<file path="src/hdl/pwmpd_pkg.sv">
// types and constants of the pwm period and duty calculator
`timescale 1ns / 1ps
`default_nettype none
package pwmpd_pkg;

  localparam int unsigned DIV_STAGES     = 32;
  localparam int unsigned FREQ_W         = 32;
  localparam int unsigned DUTY_W         = 16;
  localparam int unsigned CNT_W          = 16;
  localparam int unsigned CODE_W         = 3;
  localparam int unsigned PRESCALE_STEPS = 8;
  localparam int unsigned LIMIT_W        = FREQ_W + PRESCALE_STEPS;

  localparam logic [CNT_W-1:0]  MAX_PERIOD   = 16'hFFFF;
  localparam logic [FREQ_W-1:0] TICK_LIMIT   = 32'd65535;
  localparam logic [FREQ_W-1:0] CLOCK_RESET  = 32'd48000000;
  localparam logic [2*CNT_W-1:0] ROUND_HALF  = 32'h0000_8000;

  // one item in flight through the divider row
  typedef struct packed {
    logic [FREQ_W-1:0] rem;
    logic [FREQ_W-1:0] dvd;
    logic [FREQ_W-1:0] quo;
    logic [FREQ_W-1:0] div;
    logic [DUTY_W-1:0] duty;
    logic              zero;
  } div_item_t;

  // one finished result
  typedef struct packed {
    logic [CODE_W-1:0] code;
    logic [CNT_W-1:0]  period;
    logic [CNT_W-1:0]  compare;
    logic              status;
  } result_t;

endpackage
`default_nettype wire

</file>
<file path="src/hdl/pwmpd_div_cell.sv">
// one restoring-division cell: produces one quotient bit per item
`timescale 1ns / 1ps
`default_nettype none
module pwmpd_div_cell (
  input  wire logic                 clk,
  input  wire logic                 rst,
  input  wire logic                 up_valid,
  input  pwmpd_pkg::div_item_t      up_item,
  output logic                      up_ready,
  output logic                      dn_valid,
  output pwmpd_pkg::div_item_t      dn_item,
  input  wire logic                 dn_ready
);

  logic [pwmpd_pkg::FREQ_W:0] trial;
  logic                       ge;
  pwmpd_pkg::div_item_t       item_next;

  assign up_ready = !dn_valid || dn_ready;

  always_comb begin
    trial     = {up_item.rem, up_item.dvd[pwmpd_pkg::FREQ_W-1]};
    ge        = trial >= {1'b0, up_item.div};
    item_next = up_item;
    item_next.rem = ge ? pwmpd_pkg::FREQ_W'(trial - {1'b0, up_item.div})
                       : trial[pwmpd_pkg::FREQ_W-1:0];
    item_next.dvd = {up_item.dvd[pwmpd_pkg::FREQ_W-2:0], 1'b0};
    item_next.quo = {up_item.quo[pwmpd_pkg::FREQ_W-2:0], ge};
  end

  always_ff @(posedge clk) begin
    if (rst) begin
      dn_valid <= 1'b0;
    end else if (up_ready) begin
      dn_valid <= up_valid;
    end
  end

  always_ff @(posedge clk) begin
    if (up_ready && up_valid) begin
      dn_item <= item_next;
    end
  end

endmodule
`default_nettype wire

</file>
<file path="config.mk">
export PLATFORM = sky130hd
export DESIGN_NAME = pwmpd_div_cell
export DESIGN_NICKNAME = d
export VERILOG_FILES = /design/src/hdl/pwmpd_pkg.sv /design/src/hdl/pwmpd_div_cell.sv
export SDC_FILE = /design/constraint.sdc
export NUM_CORES = 1
export LEC_CHECK = 0
export ABC_AREA = 1
export ABC_CLOCK_PERIOD_IN_PS = 24000
export BUFFER_PORTS_ARGS = -buffer_cell sky130_fd_sc_hd__clkbuf_2
export CORE_UTILIZATION = 53
export CTS_CLUSTER_SIZE = 10
export DETAILED_ROUTE_END_ITERATION = 8
export GPL_TIMING_DRIVEN = 0
export PLACE_DENSITY = 0.9
export SLEW_MARGIN = 15
export SYNTH_ARGS = -nofsm -noshare
export SYNTH_HDL_FRONTEND = slang
export SYNTH_SLANG_ARGS = --single-unit
</file>
<file path="constraint.sdc">
create_clock -name clk -period 24 [get_ports clk]
set_input_delay 4.8 -clock clk [delete_from_list [all_inputs] [get_ports clk]]
set_output_delay 4.8 -clock clk [all_outputs]
set_load 0.01 [all_outputs]
</file>
==> summary.txt, run 1 <==
Timing
  – Final setup violation count: 0
  – Max Slew Vio Count: 0
  – Fin crit period: 10.04 ns
  – RSZ-0062 raised after global routing: false
  – Clk_skew: 0.0116 ns
  – Fin crit share: 41.9%
  – Setup TNS: 0 ns
  – Final hold vios: 0
  – Fmax: 99.6 MHz

Synthesis
  – Synthesized cell area: 7570 um^2
  – Synthesized netlist net count: 986
  – Yosys Warn Count: 0
  – Synth Flop Type: edfxtp_1
  – Post-synth EDFFs: 144
  – Seq/Total Area, Yosys: 57.4%
  – Mean Syn Cell Area: 9.41 um^2
  – Yosys cell types: 32
  – Async S/R FF share, synth: 0%
  – Yosys reg bits: 145
  – Syn Inst Count: 804

Drt
  – Total Wirelength: 22400 um
  – WL met2: 12200 um
  – WL met3: 1360 um
  – DR WL/cell: 17.0 um
  – # DRC: 0
  – Vias: 6559
  – Drt first pass iters: 5
  – DR iter-0 viols: 454
  – Wl on met1: 8520 um
  – Via-per-instance ratio: 4.97
  – Final ANT Viol Nets: 0
  – Top layer in use: met4

Cells and area
  – Final core occ: 72.3%
  – Synth-to-Final Area Change: 32.6%
  – Fillers: 1059
  – Fraction of layout cells with a size suffix above 1: 32.7%
  – Final net count: 1304

GRT
  – Congestion Overflow GR: 0
  – Number of global-route vias before repair: 6185
  – Largest net degree at the start of global routing: 27
  – Global-route wire length before repair: 32400 um
  – Total Routing Usage GR: 30.0%
  – Initial antenna violation count: 2

Setup path
  – Crit Path Max Fanout: 2
  – Worst setup path category: primary input to output pin
  – Reg2reg path depth: 6
  – Worst setup EP type: output pin
  – Arr. time, crit path: 5.24 ns
  – CP required: 19.20 ns
  – Startpoint Class: primary input

Clock network
  – Hold buffers post-CTS: 0
  – CTS buffer count: 17
  – Clock root buffer: clkbuf_16
  – Maximum clock insertion buffer count: 2
  – Clk slew on worst S/H paths: 0.07 ns
  – CTS H-tree lvls: 4
  – Clk_lat worst skew: 0.43 ns
  – Post_cts resized: 0
  – Clk sinks: 145
  – CTS tree: yes
  – Post-CTS Setup Bufs: 0

Power and ir drop
  – Maximum vdd drop: 49.1 uV
  – Leak Pwr: 5.21 nW
  – Power Density: 70.7 nW/um^2
  – Total power: 709 uW

Die
  – Full die area: 14800 um^2
  – Core Region: 13900 um^2
  – Initial core utilization: 54.5%
  – Rows: 43
  – Die span in y: 121 um
  – # IOs: 296
  – Die Wd: 121 um

Worst hold path
  – Hold Path Class: flop to flop
  – Cell count of the worst hold path: 2

Placement
  – Gp weighted congestion: 0.878
  – Final HPWL DP: 17400 um
  – PortBufs: 293

Status
  – Status: completed

Job
  – Max_cap viols: 0
[per-layer routing]
metal / up-vias / global-route usage [%]
met5: - / 0
met4: 0 / 10.0
met3: 28 / 5.73
met2: 278 / 55.1
met1: 3034 / 34.7
li1: 3219 / -
[path summary, 6_finish.rpt]
kind | start | end | slack, ns
min | dn_valid$_SDFFE_PP0N_ | dn_valid$_SDFFE_PP0N_ | 0.62
max | dn_ready | up_ready | 13.96
max reg2reg | dn_valid$_SDFFE_PP0N_ | dn_item[139]$_DFFE_PP_ | 21.98
min reg2reg | dn_valid$_SDFFE_PP0N_ | dn_valid$_SDFFE_PP0N_ | 0.62
[logic make-up after synthesis]
family	after synthesis	synth area share [%]
AND/OR/NAND/NOR	420	24.8
buffers and inverters	165	8.81
flip-flops	145	57.4
adder cells (fa/ha/maj)	33	5.56
AO/OA/AOI/OAI	26	1.75
XOR/XNOR	14	1.62
other	1	0.0496
[placed cells by master (no fill, tap or decap), types with 2 or more instances in the layout]
cell          n
nand4_1       2
diode_2       4
a21oi_1      22
o21ai_0       2
clkinv_1      2
inv_1       151
nand2_1     278
nor2_2        2
inv_2         3
nand3b_1     10
edfxtp_1    144
nor3_1        6
nand2_2       3
inv_8         2
clkbuf_2    293
buf_16        6
nand3_1      51
nor2_1       37
bufinv_16     2
xor2_1       13
and2_1        8
clkinvlp_4    3
nand3_2      17
ha_1         32
buf_2         7
inv_6         3
clkbuf_16    17
clkinv_4      2
nor3_2        2
[flip-flops by register name, summed over array words and instances (netlist names)]
signal	cells
dn_item	144
dn_valid	1
[per-stage QoR]
stage	setup WS, ns	area [um^2]	std cells	hold WS (ns)
finish	13.96	10000	1319	0.623
floorplan	11.54	7570	804	0.577
global route	13.93	10000	1319	0.655
CTS	13.96	10000	1315	0.623
detailed placement	13.97	9430	1283	0.604
global placement	9.08	9260	1277	0.523
[area by class of cell]
cell class,instances,area [um^2],area share (%)
buffer,11,88.8,0.886
inverter,154,578,5.76
clock inverter,14,156,1.56
tap,180,225,2.25
antenna,4,10.0,0.0998
timing repair buffer,299,1630,16.3
multi-input combinational,494,2570,25.6
clock buffer,18,429,4.28
sequential,145,4340,43.3
[worst max-delay path, stage by stage]
cell      delay [ns]
clkbuf_2        0.09
inv_1           0.10
nand2_1         0.11
clkbuf_2        0.15
[power breakdown]
group	total, mW	internal, mW	switching (mW)
Clock	0.267	0.155	0.112
Sequential	0.308	0.302	0.00602
Combinational	0.133	0.0513	0.0819
Total	0.709	0.509	0.200
[synthesized netlist by cell type (6+ instances only)]
master    number  area (um^2)
xor2_1        13          114
ha_1          32          400
nand2_1      278         1040
a21oi_1       23          115
inv_1        151          567
nand3_1       51          255
nor3_1         6         30.0
and2_1         8         50.1
buf_2          7         35.0
nor2_1        37          139
nand3b_1      10         75.1
nand3_2       17          170
edfxtp_1     144         4320
No activity file was read; power rests on OpenSTA's default activity.
==> inputs of run 2 (changes only) <==
--- a/config.mk
+++ b/config.mk
@@ -6,13 +6,13 @@
 export NUM_CORES = 1
 export LEC_CHECK = 0
 export ABC_AREA = 1
-export ABC_CLOCK_PERIOD_IN_PS = 24000
+export ABC_CLOCK_PERIOD_IN_PS = 8600
 export BUFFER_PORTS_ARGS = -buffer_cell sky130_fd_sc_hd__clkbuf_2
-export CORE_UTILIZATION = 53
+export CORE_UTILIZATION = 45
 export CTS_CLUSTER_SIZE = 10
 export DETAILED_ROUTE_END_ITERATION = 8
 export GPL_TIMING_DRIVEN = 0
-export PLACE_DENSITY = 0.9
+export PLACE_DENSITY = 0.82
 export SLEW_MARGIN = 15
 export SYNTH_ARGS = -nofsm -noshare
 export SYNTH_HDL_FRONTEND = slang
==> constraint.sdc (replaced) <==
create_clock -name clk -period 8.6 [get_ports clk]
set_input_delay 1.72 -clock clk [delete_from_list [all_inputs] [get_ports clk]]
set_output_delay 1.72 -clock clk [all_outputs]
set_load 0.01 [all_outputs]
==> summary.txt, run 2 (synthesized netlist as in run 1, its figures left out) <==
Status
  – Status: completed

Timing
  – Setup TNS: 0 ns
  – Clk_skew: 0.0111 ns
  – Fmax: 259 MHz
  – Rel. slew slack: 52.0%
  – Final setup violation count: 0
  – Final hold vios: 0
  – Fin crit period: 3.86 ns
  – RSZ-0062 raised after global routing: false
  – Fin crit share: 44.9%
  – Worst-margin pin slew: 0.719 ns
  – Max Slew Vio Count: 0

Power and ir drop
  – Internal power: 1.37 mW
  – Leak Pwr: 5.20 nW
  – Power Density: 192 nW/um^2
  – Total power: 1.93 mW
  – Comb power frac: 18.9%
  – Switch Pwr: 564 uW
  – Seq pwr share: 44.4%
  – Maximum vdd drop: 133 uV
  – Switching share of power: 29.2%
  – Clock network power share: 36.7%

GRT
  – Number of global-route vias before repair: 6213
  – Global-route wire length before repair: 32100 um
  – Total Routing Usage GR: 24.8%
  – Largest net degree at the start of global routing: 28
  – Initial antenna violation count: 5
  – Congestion Overflow GR: 0

Drt
  – Via-per-instance ratio: 4.65
  – Drt first pass iters: 6
  – Total Wirelength: 21000 um
  – # DRC: 0
  – Final ANT Viol Nets: 0
  – Vias: 6323
  – DR iter-0 viols: 315
  – DR WL/cell: 15.4 um

Job
  – Max_cap viols: 0

Clock network
  – Post-CTS Setup Bufs: 0
  – Clock root buffer: clkbuf_16
  – Maximum clock insertion buffer count: 2
  – Clk_lat worst skew: 0.43 ns
  – Clk sinks: 145
  – CTS buffer count: 17
  – Clk slew on worst S/H paths: 0.06 ns
  – Post_cts resized: 0
  – CTS tree: yes
  – Hold buffers post-CTS: 0
  – CTS H-tree lvls: 4

Cells and area
  – Biggest regs: dn_item: 144 flops, dn_valid: 1 flops
  – Register bank with the most flops: dn_item
  – Synth-to-Final Area Change: 32.9%
  – Commonest non-fill, non-tap cell in the layout: clkbuf_2
  – Non-Filler Cell Area, Final: 10100 um^2
  – Fraction of layout cells with a size suffix above 1: 33.0%
  – Fillers: 1423
  – Max reg flops: 144
  – Commonest cells after routing, fill and taps aside: 293 x clkbuf_2, 278 x nand2_1, 151 x inv_1
  – Final net count: 1304

Setup path
  – Crit Path Max Fanout: 2
  – CP required: 6.88 ns
  – Arr. time, crit path: 2.14 ns
  – Worst setup path category: primary input to output pin
  – Startpoint Class: primary input
  – Worst setup EP type: output pin

Die
  – Core Region: 16500 um^2
  – Rows: 47
  – Die span in y: 132 um
  – Initial core utilization: 45.8%
  – Full die area: 17300 um^2
  – # IOs: 296
  – Die Wd: 132 um

Placement
  – Final HPWL DP: 17000 um
  – Post-DP Area: 9480 um^2
  – PortBufs: 293
  – Gp weighted congestion: 0.870

Worst hold path
  – Hold Path Class: flop to flop
[run 2: layout make-up]
class	count	area (um^2)	area share [%]
buffer	11	88.8	0.883
antenna	5	12.5	0.124
clock inverter	15	141	1.41
sequential	145	4340	43.2
inverter	154	578	5.75
multi-input combinational	494	2570	25.5
tap	220	275	2.74
clock buffer	17	425	4.23
timing repair buffer	299	1620	16.2
[run 2: routing by layer]
metal,share of wire [%],GRT usage [%],wire [um]
met1,39,27.6,8140
met2,51,43.8,10700
met3,6.0,5.05,1260
met4,4.3,14.9,903
met5,0,0,0
[run 2: power groups by stage]
stage                     Clock (mW)  Combinational (mW)  Sequential [mW]
after floorplan                    0               0.187            0.905
after global placement             0               0.350            0.878
after detailed placement           0               0.366            0.872
after CTS                      0.722               0.368            0.857
after global routing           0.749               0.410            0.861
final                          0.710               0.366            0.857
[run 2: stage by stage]
stage | std cells | util, % | worst slack (ns) | hold WS (ns)
4_1_cts | 1355 | 60.8 | 4.75 | 0.561
2_1_floorplan | 804 | - | 2.18 | 0.590
6_report | 1360 | 60.9 | 4.74 | 0.566
5_1_grt | 1360 | 60.9 | 4.73 | 0.589
3_5_place_dp | 1323 | 57.3 | 4.75 | 0.551
3_3_place_gp | 1317 | 56.3 | 0.618 | 0.494
[run 2: critical path: stages]
cell and delay [ns]:
clkbuf_2 0.09, inv_1 0.11, nand2_1 0.08, clkbuf_2 0.14
[run 2: final timing paths]
| path | from | endpoint | slack, ns | cells after the start |
|---|---|---|---|---|
| max | dn_ready | up_ready | 4.74 | 4 |
| min | dn_valid$_SDFFE_PP0N_ | dn_valid$_SDFFE_PP0N_ | 0.57 | 2 |
| max reg2reg | dn_valid$_SDFFE_PP0N_ | dn_item[25]$_DFFE_PP_ | 6.70 | 4 |
| min reg2reg | dn_valid$_SDFFE_PP0N_ | dn_valid$_SDFFE_PP0N_ | 0.57 | 2 |
