[src/hdl/pwmpd_pkg.sv]
// types and constants of the pwm period and duty calculator
`timescale 1ns / 1ps
`default_nettype none
package pwmpd_pkg;

  localparam int unsigned DIV_STAGES     = 32;
  localparam int unsigned FREQ_W         = 32;
  localparam int unsigned DUTY_W         = 16;
  localparam int unsigned CNT_W          = 16;
  localparam int unsigned CODE_W         = 3;
  localparam int unsigned PRESCALE_STEPS = 8;
  localparam int unsigned LIMIT_W        = FREQ_W + PRESCALE_STEPS;

  localparam logic [CNT_W-1:0]  MAX_PERIOD   = 16'hFFFF;
  localparam logic [FREQ_W-1:0] TICK_LIMIT   = 32'd65535;
  localparam logic [FREQ_W-1:0] CLOCK_RESET  = 32'd48000000;
  localparam logic [2*CNT_W-1:0] ROUND_HALF  = 32'h0000_8000;

  // one item in flight through the divider row
  typedef struct packed {
    logic [FREQ_W-1:0] rem;
    logic [FREQ_W-1:0] dvd;
    logic [FREQ_W-1:0] quo;
    logic [FREQ_W-1:0] div;
    logic [DUTY_W-1:0] duty;
    logic              zero;
  } div_item_t;

  // one finished result
  typedef struct packed {
    logic [CODE_W-1:0] code;
    logic [CNT_W-1:0]  period;
    logic [CNT_W-1:0]  compare;
    logic              status;
  } result_t;

endpackage
`default_nettype wire

[src/hdl/pwmpd_finish.sv]
// prescale choice, period clamp and compare multiply, two stages
`timescale 1ns / 1ps
`default_nettype none
module pwmpd_finish (
  input  wire logic                 clk,
  input  wire logic                 rst,
  input  wire logic                 up_valid,
  input  pwmpd_pkg::div_item_t      up_item,
  output logic                      up_ready,
  output logic                      dn_valid,
  output pwmpd_pkg::result_t        dn_result,
  input  wire logic                 dn_ready
);

  // stage one registers
  logic                            s1_valid;
  logic [pwmpd_pkg::CODE_W-1:0]    s1_code;
  logic [pwmpd_pkg::CNT_W-1:0]     s1_period;
  logic [pwmpd_pkg::DUTY_W-1:0]    s1_duty;
  logic                            s1_zero;
  logic                            s1_ready;

  logic [pwmpd_pkg::CODE_W-1:0]    code_next;
  logic [pwmpd_pkg::FREQ_W-1:0]    shifted;
  logic [pwmpd_pkg::CNT_W-1:0]     period_next;
  logic [2*pwmpd_pkg::CNT_W-1:0]   product;
  pwmpd_pkg::result_t              result_next;

  assign up_ready = !s1_valid || s1_ready;
  assign s1_ready = !dn_valid || dn_ready;

  // smallest code whose scaled limit covers the quotient
  always_comb begin
    code_next = pwmpd_pkg::CODE_W'(pwmpd_pkg::PRESCALE_STEPS - 1);
    for (int c = pwmpd_pkg::PRESCALE_STEPS - 2; c >= 0; c--) begin
      if ({{pwmpd_pkg::PRESCALE_STEPS{1'b0}}, up_item.quo} <=
          ({{pwmpd_pkg::PRESCALE_STEPS{1'b0}}, pwmpd_pkg::TICK_LIMIT} << c)) begin
        code_next = pwmpd_pkg::CODE_W'(c);
      end
    end
    shifted = up_item.quo >> code_next;
    if (shifted == '0) begin
      period_next = pwmpd_pkg::CNT_W'(1);
    end else if (shifted > {{(pwmpd_pkg::FREQ_W-pwmpd_pkg::CNT_W){1'b0}},
                            pwmpd_pkg::MAX_PERIOD}) begin
      period_next = pwmpd_pkg::MAX_PERIOD;
    end else begin
      period_next = shifted[pwmpd_pkg::CNT_W-1:0];
    end
  end

  always_comb begin
    product = s1_duty * s1_period + pwmpd_pkg::ROUND_HALF;
    if (s1_zero) begin
      result_next = '0;
      result_next.status = 1'b1;
    end else begin
      result_next.code    = s1_code;
      result_next.period  = s1_period;
      result_next.compare = product[2*pwmpd_pkg::CNT_W-1:pwmpd_pkg::CNT_W];
      result_next.status  = 1'b0;
    end
  end

  always_ff @(posedge clk) begin
    if (rst) begin
      s1_valid <= 1'b0;
      dn_valid <= 1'b0;
    end else begin
      if (up_ready) begin
        s1_valid <= up_valid;
      end
      if (s1_ready) begin
        dn_valid <= s1_valid;
      end
    end
  end

  always_ff @(posedge clk) begin
    if (up_ready && up_valid) begin
      s1_code   <= code_next;
      s1_period <= period_next;
      s1_duty   <= up_item.duty;
      s1_zero   <= up_item.zero;
    end
    if (s1_ready && s1_valid) begin
      dn_result <= result_next;
    end
  end

endmodule
`default_nettype wire

[config.mk]
export PLATFORM = sky130hd
export DESIGN_NAME = pwmpd_finish
export DESIGN_NICKNAME = d
export VERILOG_FILES = /design/src/hdl/pwmpd_pkg.sv /design/src/hdl/pwmpd_finish.sv
export SDC_FILE = /design/constraint.sdc
export NUM_CORES = 1
export LEC_CHECK = 0
export ABC_AREA = 1
export BUFFER_PORTS_ARGS = -buffer_cell sky130_fd_sc_hd__buf_2
export CAP_MARGIN = 20
export CORE_ASPECT_RATIO = 0.75
export CORE_MARGIN = 10
export CORE_UTILIZATION = 50
export CTS_BUF_LIST = sky130_fd_sc_hd__clkbuf_8
export CTS_CLUSTER_DIAMETER = 50
export DETAILED_ROUTE_END_ITERATION = 8
export PLACE_DENSITY = 0.7
export SYNTH_ARGS = -nofsm -noshare
export SYNTH_HDL_FRONTEND = slang
export SYNTH_SLANG_ARGS = --single-unit
[constraint.sdc]
create_clock -name clk -period 12.35 [get_ports clk]
set_input_delay 1.8525 -clock clk [delete_from_list [all_inputs] [get_ports clk]]
set_output_delay 1.8525 -clock clk [all_outputs]
set_load 0.02 [all_outputs]
==> qor.yml, run 1 <==
via_count: 10400
antenna_found_initial: 1
setup_viol_count_final: 0
synthArstFlopShare: 0
ios: 187
cts_resized: 0
cpMostUsedCell: "fa_1"
grt_busiest_layer: "met2"
clock_path_buffers: 2
slowest_stage: "edfxtp_1"
ff2ff_setup_slack_ps: 5930
critPathKind: "flip-flop to flip-flop"
fin_ws_ps: 5930
post-route-drc-count: 0
cap_violations: 0
drt_first_pass_iters: 7
synth.distinct_cells: 40
drt-total-wl_um: 31500
grt_setup_unrepaired: "no"
die_h_um: 158
cts_buffers: 9
design_area_um2: 13500
grt_use_total: 0.207
final_cell_mix: "inv_1 (415), nand2_1 (393), fa_1 (193)"
hp-start: "dn_valid"
layout-drive-gt1-share: 0.0837
worstPathCellList: "nand2_1, fa_1, fa_1, fa_1, inv_1, ha_1, fa_1, inv_1, fa_1, inv_1, ha_1, a21oi_1, o21ai_0, a21oi_1, o21ai_1, a21oi_1, o21ai_0, o21ai_0, a21oi_1"
ctsHoldBuffers: 0
fin_worst_skew_ps: 14.0
cts_tree: "built"
placed_area_um2: 13300
ant_nets: 0
syn_inst: 1634
r2r-end: "dn_result[16]"
crit_fanout: 17
yosysSeqAreaShare: 0.173
hold_violations: 0
area_delta_synth_final_pct: 6.15
yosysTopAreaCell: "fa_1"
critPathMaxStageDelay_ps: 920
slew_viol_final: 0
slew-limit-headroom: 0.420
synthTopCellsByArea: "fa_1 (30%), edfxtp_1 (17%), inv_1 (12%)"
cp-end-kind: "flip-flop"
synth_top_area_share: 0.303
run_status: "finished, final reports clean"
hold_path.class: "flip-flop to flip-flop"
clkLatencyLatePin_ps: 380
cp.required_ps: 12480
r2r_cells: 19
synth_warnings: 0
htree_levels: 3
post-cts-setup-buffers: 0
ys_ff_latch: 74
synth_ff_type: "edfxtp_1"
fin_util: 0.540
met1_usage: 0.279
grt_max_degree: 37
dpl.hpwl_um: 25000
gp_congestion: 0.964
syn-num-nets: 2089
syn_avg_cell_area_um2: 7.80
use_met3: 0.0449
fin_crit_sh: 0.520
fp-row-count: 50
min_path_cells: 2
routedWlPerCell_um: 15.7
synth_edf_count: 72
setup_tns_ps: 0
final_nets: 2111
dp_slack_ps: 6000
clkTransAtPathRegs_ps: 90
fillCellCount: 2417
seqCellArea_um2: 2200
use_met2: 0.333
core_um2: 25000
cts_root_buf: "clkbuf_8"
initial_core_util: 0.509
netlist_area_um2: 12700
layout_min_cycle_time_ps: 6420
drtIter0Drc: 798
multi_input_area_um2: 8620
fmaxAchievable_mhz: 156
first_global_vias: 11000
port_buffers: 90
arrival_ps: 6560
via_per_inst: 5.19
cp-start-kind: "flip-flop"
worstMarginPinSlew_ps: 868
dieArea_um2: 32300
grt_first_pass_wirelength_um: 54100
die_w_um: 204
cts.sink_count: 74
whs_endpoint: "dn_valid"
overflow: 0
r2r-start: "s1_period[3]"
final_common_cell: "inv_1"
## layer usage
layer,wire length (um),up-vias
li1,-,4936
met1,14200,5027
met2,14300,367
met3,2510,36
met4,505,0
met5,0,-
## cell type report
cell class,count,share of cell area
well taps,338,0.0313
diodes,1,0.000185
inverters,421,0.117
clock buffers,9,0.00916
repair buffers,94,0.0355
clock inverters,6,0.00685
multi-input cells,1056,0.637
flip-flops and latches,74,0.163
## worst max-delay path by stage
stage | startpoint | to | slack (ps) | cells after the start
finish | s1_period[3] | dn_result[16] | 5930 | 19
global placement | s1_period[3] | dn_result[16] | 6100 | 19
detailed placement | s1_period[3] | dn_result[16] | 6000 | 19
floorplan | s1_period[9] | dn_result[16] | 6630 | 23
global route | s1_period[2] | dn_result[16] | 5610 | 19
CTS | s1_period[3] | dn_result[16] | 5980 | 19
## synthesized netlist by cell type, types with 6 or more instances
cell type and n:
edfxtp_1 72, a21oi_1 50, nor3_1 8, o21ai_0 22
nor2_1 91, fa_1 193, nand3_1 110, inv_1 415
o21a_1 6, nand2_1 393, nand3_2 9, o21ai_1 9
ha_1 113, buf_2 10, clkbuf_1 66, nand4_1 16
## critical path, delay by kind of cell, from the launching register on
kind	cells	cell delay [ps]
AOI/OAI and AO/OA	8	1630
adders and majority gates	7	3300
buffers and inverters	3	160
DFF	1	920
and+or+nand+nor	1	180
## sequential cells by signal, summed over array words and instances, names as in the netlist
register and cells:
s1_duty 16, s1_period 16, dn_valid 1, s1_code 3
dn_result 36, s1_valid 1, s1_zero 1
## cells by family (layout without fill, tap and decap cells)
family | after synthesis | count (layout) | synth area share
DFF | 74 | 74 | 0.173
AOI/OAI and AO/OA | 102 | 102 | 0.0454
buffers and inverters | 504 | 530 | 0.152
xor gates and xnor gates | 3 | 3 | 0.00206
and+or+nand+nor | 645 | 645 | 0.214
other | 0 | 1 | 0
adders and majority gates | 306 | 306 | 0.414
## stage by stage
| step | cells | hold slack [ps] |
|---|---|---|
| after detailed placement | 1983 | 518 |
| final | 1999 | 529 |
| after global routing | 1998 | 555 |
| after global placement | 1983 | 510 |
| after CTS | 1998 | 533 |
| after floorplan | 1634 | 424 |
Power of run 1 is not shown: default switching activity piles up to over one toggle a cycle in this logic, so the estimate is an artifact.
==> run 2: changes to the inputs <==
--- a/config.mk
+++ b/config.mk
@@ -5,7 +5,7 @@
 export SDC_FILE = /design/constraint.sdc
 export NUM_CORES = 1
 export LEC_CHECK = 0
-export ABC_AREA = 1
+export ABC_AREA = 0
 export BUFFER_PORTS_ARGS = -buffer_cell sky130_fd_sc_hd__buf_2
 export CAP_MARGIN = 20
 export CORE_ASPECT_RATIO = 0.75
@@ -14,7 +14,7 @@
 export CTS_BUF_LIST = sky130_fd_sc_hd__clkbuf_8
 export CTS_CLUSTER_DIAMETER = 50
 export DETAILED_ROUTE_END_ITERATION = 8
-export PLACE_DENSITY = 0.7
+export PLACE_DENSITY = 0.71
 export SYNTH_ARGS = -nofsm -noshare
 export SYNTH_HDL_FRONTEND = slang
 export SYNTH_SLANG_ARGS = --single-unit
==> constraint.sdc (replaced) <==
create_clock -name clk -period 6 [get_ports clk]
set_input_delay 0.9 -clock clk [delete_from_list [all_inputs] [get_ports clk]]
set_output_delay 0.9 -clock clk [all_outputs]
set_load 0.02 [all_outputs]
==> run 2 against run 1 <==
The flow now finishes with violations (setup timing). Critical path depth rose by 4. Wire length fell by 7.8%. Synthesized area shrank 7.0%. Count of clock-buffer cells in the layout stayed put. Register-to-register slack got worse by 6300 ps. Cell area up 5.1%. Worst setup slack got worse by 6300 ps. Fmax up 0.43%. Critical path type unchanged. Via count decreased by 12%. Utilization is 7.3 points higher. Largest cell class unchanged. Clock skew rose by 3.7 ps.
==> qor.yml, run 2 <==
layout_min_cycle_time_ps: 6400  # -27.7 ps
synthMostInstantiatedCell: "inv_1"
met1_usage: 0.271  # -0.00757
dpl.hpwl_um: 23400  # -6.3%
first_global_vias: 9748  # -12%
clkLatencyLatePin_ps: 390  # about the same
via_count: 9079  # -12%
htree_levels: 3  # unchanged
cp_top_family: "adder cells"
drt_first_pass_iters: 5  # -2
synth.distinct_cells: 71  # +78%
worstPathCellList: "buf_6, and2_4, fa_1, inv_1, fa_1, inv_2, fa_2, fa_2, fa_1, inv_2, fa_2, inv_2, ha_4, o211ai_1, nor2_2, nand2_1, o211ai_1, a21oi_2, o211ai_1, buf_4, a31oi_4, o21bai_1, mux2_4"
netlist_area_um2: 11800  # -7.0%
cap_violations: 0  # unchanged
fin_worst_skew_ps: 17.7  # +3.67 ps
seqCellArea_um2: 2200  # unchanged
critPathMaxStageDelay_ps: 540  # -380 ps
ios: 187  # unchanged
critical_path.n_buffers_inverters: 6  # +3
run_status: "finished, violations left"
grt_first_pass_wirelength_um: 48300  # -11%
yosysSeqAreaShare: 0.186  # +0.0130
slew_viol_final: 0  # unchanged
fillCellCount: 1952  # -19%
crit_fanout: 3  # -14
multi_input_area_um2: 8830  # +2.5%
synthTopCellsByArea: "fa_1 (33%), edfxtp_1 (18%), ha_1 (12%)"
cts_buffers: 9  # unchanged
fp-row-count: 48  # -4.0%
synth_ff_type: "edfxtp_1"
layout-drive-gt1-share: 0.246  # +0.163
grt_busiest_layer: "met2"
final_common_cell: "inv_1"
setup_viol_count_final: 11  # +11
overflow: 0  # unchanged
die_h_um: 153  # -3.1%
core_um2: 23200  # -7.4%
gp_congestion: 0.913  # -5.4%
drt-total-wl_um: 29000  # -7.8%
cp-end-kind: "flip-flop"
synth_edf_count: 72  # unchanged
clkTransAtPathRegs_ps: 100  # about the same
routedWlPerCell_um: 17.0  # +7.7%
drtIter0Drc: 552  # -31%
antenna_found_initial: 0  # -1
failed_checks: "setup timing"
synth_warnings: 0  # unchanged
slew-limit-headroom: 0.417  # -0.00247
via_per_inst: 5.30  # +2.3%
ctsHoldBuffers: 0  # unchanged
initial_core_util: 0.511  # +0.00196
fin_util: 0.613  # +0.0726
arrival_ps: 6550  # about the same
critPathKind: "flip-flop to flip-flop"
port_buffers: 90  # unchanged
ys_top_cells_by_count: "inv_1 (248), fa_1 (193), nand2_1 (163)"
cts_root_buf: "clkbuf_8"
ys_ff_latch: 74  # unchanged
design_area_um2: 14200  # +5.1%
fin_crit_sh: 1.07  # +0.546
hold_violations: 0  # unchanged
cts_tree: "built"
hold_path.class: "flip-flop to flip-flop"
grt_use_total: 0.198  # -0.00934
top_regs: "dn_result (36), s1_duty (16), s1_period (16)"
ant_nets: 0  # unchanged
fin_cells: 1712  # -14%
largest-register: "dn_result"
area_delta_synth_final_pct: 20.0
post-route-drc-count: 0  # unchanged
grt_max_degree: 37  # unchanged
final_cell_mix: "inv_1 (232), fa_1 (183), nand2_1 (156)"
n_antenna_cell: 0  # -1
fmaxAchievable_mhz: 156  # +0.43%
cp-start-kind: "flip-flop"
use_met2: 0.324  # -0.00866
use_met3: 0.0287  # -0.0162
syn-num-nets: 1670  # -20%
clock_path_buffers: 2  # unchanged
grt_setup_unrepaired: "yes"
synth_top_area_share: 0.326  # +0.0228
worstMarginPinSlew_ps: 874  # +5.81 ps
dieArea_um2: 30300  # -6.2%
synthArstFlopShare: 0  # unchanged
place_inst: 1655  # -17%
slowest_stage: "fa_2"
syn_avg_cell_area_um2: 9.75  # +25%
fin_ws_ps: -397  # -6320 ps
cts.sink_count: 74  # unchanged
final_nets: 1862  # -12%
cp.required_ps: 6150  # -6330 ps
largest_reg_flops: 36  # unchanged
syn_inst: 1215  # -26%
yosysTopAreaCell: "fa_1"
die_w_um: 198  # -3.2%
placed_area_um2: 13300  # -0.39%
setup_tns_ps: -2450  # -2450 ps
## run 2: final timing paths
check | depth (start not counted) | start | slack (ps) | to
worst max register to register | 23 | s1_duty[10] | -400 | dn_result[15]
worst min-delay path | 2 | s1_valid | 530 | dn_valid
worst min register to register | 2 | s1_valid | 530 | dn_valid
worst max-delay path | 23 | s1_duty[10] | -400 | dn_result[15]
## run 2: cells by family after synthesis
group                      after synthesis  share of synthesized area
AOI/OAI and AO/OA                       90                     0.0578
xor gates and xnor gates                11                    0.00813
adders and majority gates              306                      0.446
buffers and inverters                  298                     0.0997
DFF                                     74                      0.186
muxes                                   36                     0.0321
and+or+nand+nor                        400                      0.171
## run 2: metrics by stage
step                hold WS (ps)  setup WS, ps
floorplan                    424         0.248
global placement             510          -499
finish                       534          -397
global route                 570          -694
detailed placement           509          -631
CTS                          517          -369
## run 2: metal layers
metal,vias to the layer above,share of wire,wire length [um]
li1,4207,-,-
met1,4584,0.45,13100
met2,254,0.47,13800
met3,34,0.059,1720
met4,0,0.016,464
met5,-,0,0
## run 2: repair_timing
action | in CTS | in global routing
setup endpoints to repair | 13 | 14
hold endpoints to repair | 0 | 0
buffers inserted | 20 | 24
pin swaps | 49 | 61
gates resized for setup | 61 | 46
## run 2: tightest hold or removal path, delay by kind of cell (launching register included)
kind             cells  cell delay (ps)
AND/OR/NAND/NOR      2              160
flip-flops           1              340
## run 2: area by class of cell
| type | count | area share |
|---|---|---|
| Multi-Input combinational cell | 843 | 0.622 |
| Sequential cell | 74 | 0.155 |
| Inverter | 250 | 0.0666 |
| Timing Repair Buffer | 229 | 0.116 |
| Clock buffer | 9 | 0.00872 |
| Tap cell | 300 | 0.0264 |
| Clock inverter | 7 | 0.00581 |
Power of run 2 is left out for the same reason.
==> run 3: changes to the inputs <==
--- a/config.mk
+++ b/config.mk
@@ -9,12 +9,13 @@
 export BUFFER_PORTS_ARGS = -buffer_cell sky130_fd_sc_hd__buf_2
 export CAP_MARGIN = 20
 export CORE_ASPECT_RATIO = 0.75
-export CORE_MARGIN = 10
+export CORE_MARGIN = 4
 export CORE_UTILIZATION = 50
 export CTS_BUF_LIST = sky130_fd_sc_hd__clkbuf_8
 export CTS_CLUSTER_DIAMETER = 50
 export DETAILED_ROUTE_END_ITERATION = 8
 export PLACE_DENSITY = 0.71
+export RECOVER_POWER = 100
 export SYNTH_ARGS = -nofsm -noshare
 export SYNTH_HDL_FRONTEND = slang
 export SYNTH_SLANG_ARGS = --single-unit
==> run 3 against run 2 <==
The flow finishes with violations (capacitance limit, slew limit, setup timing). Count of clock-buffer cells in the layout stayed put. Register-to-register slack better by 20 ps. Fmax is 0.27% higher. Die area is 13% lower. Cell count is 1.3% lower. Hold slack worse by 18 ps. Worst setup slack better by 17 ps. Non-clock buffer count is 22 lower. Clock skew is 2.1 ps lower. Via count is 2.8% lower. Sequential share of layout area is 0.58 points higher. First-iteration DRC count is 15% lower. Critical endpoint unchanged. Largest cell class unchanged.
==> qor.yml, run 3 (synthesis gave the netlist of run 2 again) <==
run_status: "finished, violations left"
failed_checks: "capacitance limit, slew limit, setup timing"
gp_congestion: 0.887  # -2.8%
dieArea_um2: 26200  # -13%
layout-drive-gt1-share: 0.171  # -0.0752
fillCellCount: 2044  # +4.7%
cts_buffers: 9  # unchanged
clock_path_buffers: 2  # unchanged
grt_max_degree: 37  # unchanged
cp.required_ps: 6130  # -20 ps
clkTransAtPathRegs_ps: 90  # about the same
fmaxAchievable_mhz: 157  # +0.27%
p_switching_w: 0.00446
grt_use_total: 0.223  # +0.0252
first_global_vias: 9424  # -3.3%
via_per_inst: 5.22  # -1.6%
ctsHoldBuffers: 0  # unchanged
combPwrFrac: 0.866
htree_levels: 3  # unchanged
core_um2: 23200  # unchanged
antenna_found_initial: 0  # unchanged
fin_worst_skew_ps: 15.6  # -2.08 ps
highest-signal-layer: "met4"
largest-register: "dn_result"
cp-start-kind: "flip-flop"
drt-total-wl_um: 27500  # -5.4%
fin_ws_ps: -380  # +17.0 ps
slew-limit-headroom: -0.0596  # -0.477
grt_setup_unrepaired: "yes"
overflow: 0  # unchanged
fin_crit_sh: 1.06  # -0.00283
slew_viol_final: 17  # +17
hold_path.class: "flip-flop to flip-flop"
wl_met1_um: 12800  # -2.4%
ant_nets: 0  # unchanged
cts.sink_count: 74  # unchanged
largest_reg_flops: 36  # unchanged
drtIter0Drc: 468  # -15%
crit_fanout: 5  # +2
cp-end-kind: "flip-flop"
area_delta_synth_final_pct: 15.6
setup_tns_ps: -2060  # +392 ps
layout_min_cycle_time_ps: 6380  # -17.0 ps
place_inst: 1658  # +0.18%
die_h_um: 141  # -7.8%
seqCellArea_um2: 2200  # unchanged
post-route-drc-count: 0  # unchanged
power_frac_seq: 0.086
final_common_cell: "inv_1"
p_int_w: 0.00511
wl_met3_um: 1740  # +1.2%
power_switching_share: 0.466
fp-row-count: 48  # unchanged
dpl.hpwl_um: 22600  # -3.4%
initial_core_util: 0.511  # unchanged
ios: 187  # unchanged
cap_violations: 1  # +1
p_leak_nw: 6.57
fin_cells: 1690  # -1.3%
n_antenna_cell: 0  # unchanged
via_count: 8821  # -2.8%
port_buffers: 90  # unchanged
arrival_ps: 6510  # -40 ps
setup_viol_count_final: 9  # -2
grt_first_pass_wirelength_um: 46800  # -3.3%
drt_first_pass_iters: 5  # unchanged
final_cell_mix: "inv_1 (240), fa_1 (189), nand2_1 (160)"
met2_length_um: 12600  # -8.3%
final_nets: 1840  # -1.2%
critPathKind: "flip-flop to flip-flop"
powerDensity_nw_per_um2: 699
cts_tree: "built"
clock_power_share: 0.048
routedWlPerCell_um: 16.3  # -4.2%
top_regs: "dn_result (36), s1_duty (16), s1_period (16)"
die_w_um: 186  # -6.1%
clkLatencyLatePin_ps: 380  # about the same
cts_root_buf: "clkbuf_8"
multi_input_area_um2: 8640  # -2.2%
fin_util: 0.591  # -0.0222
worstMarginPinSlew_ps: 1590  # +712 ps
vdd_drop_max_mv: 0.762
hold_violations: 0  # unchanged
## run 3: cell count changes in the layout (fill, tap and decap cells not counted), moves of 8 or more
cell	change
inv_1	+8
buf_2	-39
clkbuf_1	+46
buf_6	-17
buf_4	-10
inv_2	-8
## run 3: power by group through the flow
stage,combinational (W),sequential (W),clock [W]
after CTS,0.00818,0.000825,0.000469
after detailed placement,0.00763,0.000837,0
final,0.00829,0.000825,0.000456
after global placement,0.00745,0.000838,0
after global routing,0.00956,0.000832,0.000491
after floorplan,0.00529,0.000908,0
## run 3: path summary, 6_finish.rpt
check | slack [ps] | start | end | cells past startpoint
setup / recovery | -380 | s1_duty[7] | dn_result[15] | 23
hold reg to reg | 520 | s1_valid | dn_valid | 2
hold / removal | 520 | s1_valid | dn_valid | 2
setup reg to reg | -380 | s1_duty[7] | dn_result[15] | 23
## run 3: repair_timing
action	in CTS	in global routing
setup endpoints to repair	14	14
resized for setup	30	17
endpoints found under the hold margin	0	0
pin swaps	41	13
buffers inserted	11	4
## run 3: per-stage QoR
step	setup WS [ps]	instance area, um^2	power [W]	hold slack [ps]
after floorplan	0.248	12000	0.00619	424
after global placement	-522	13200	0.00829	508
after detailed placement	-615	13200	0.00847	507
after CTS	-400	13700	0.00947	523
after global routing	-686	13700	0.0109	562
final	-380	13700	0.00957	517
## run 3: area by class of cell
| class | count | area share |
|---|---|---|
| clock inverters | 7 | 0.00740 |
| multi-input cells | 843 | 0.631 |
| clock buffers | 9 | 0.00905 |
| flip-flops and latches | 74 | 0.161 |
| well taps | 300 | 0.0274 |
| repair buffers | 207 | 0.0956 |
| inverters | 250 | 0.0690 |
## run 3: per-layer routing
| layer | global-route usage | vias up |
|---|---|---|
| li1 | - | 4159 |
| met1 | 0.325 | 4382 |
| met2 | 0.356 | 257 |
| met3 | 0.0410 | 23 |
| met4 | 0.0429 | 0 |
| met5 | 0 | - |
## run 3: worst max-delay path: stages (launching register included)
cell and delay (ps):
edfxtp_1 430, buf_6 170, and2_4 140, fa_1 550
inv_2 40, fa_1 480, fa_2 410, fa_1 550
inv_2 40, fa_1 540, inv_2 40, fa_1 550
inv_2 50, ha_4 280, nand2_2 50, nor3_2 160
a32oi_1 70, buf_4 180, o211ai_1 310, a21oi_2 130
o211ai_1 280, a31oi_1 160, o21bai_1 200, mux2_4 310
Power figures use the tool's default switching activity.
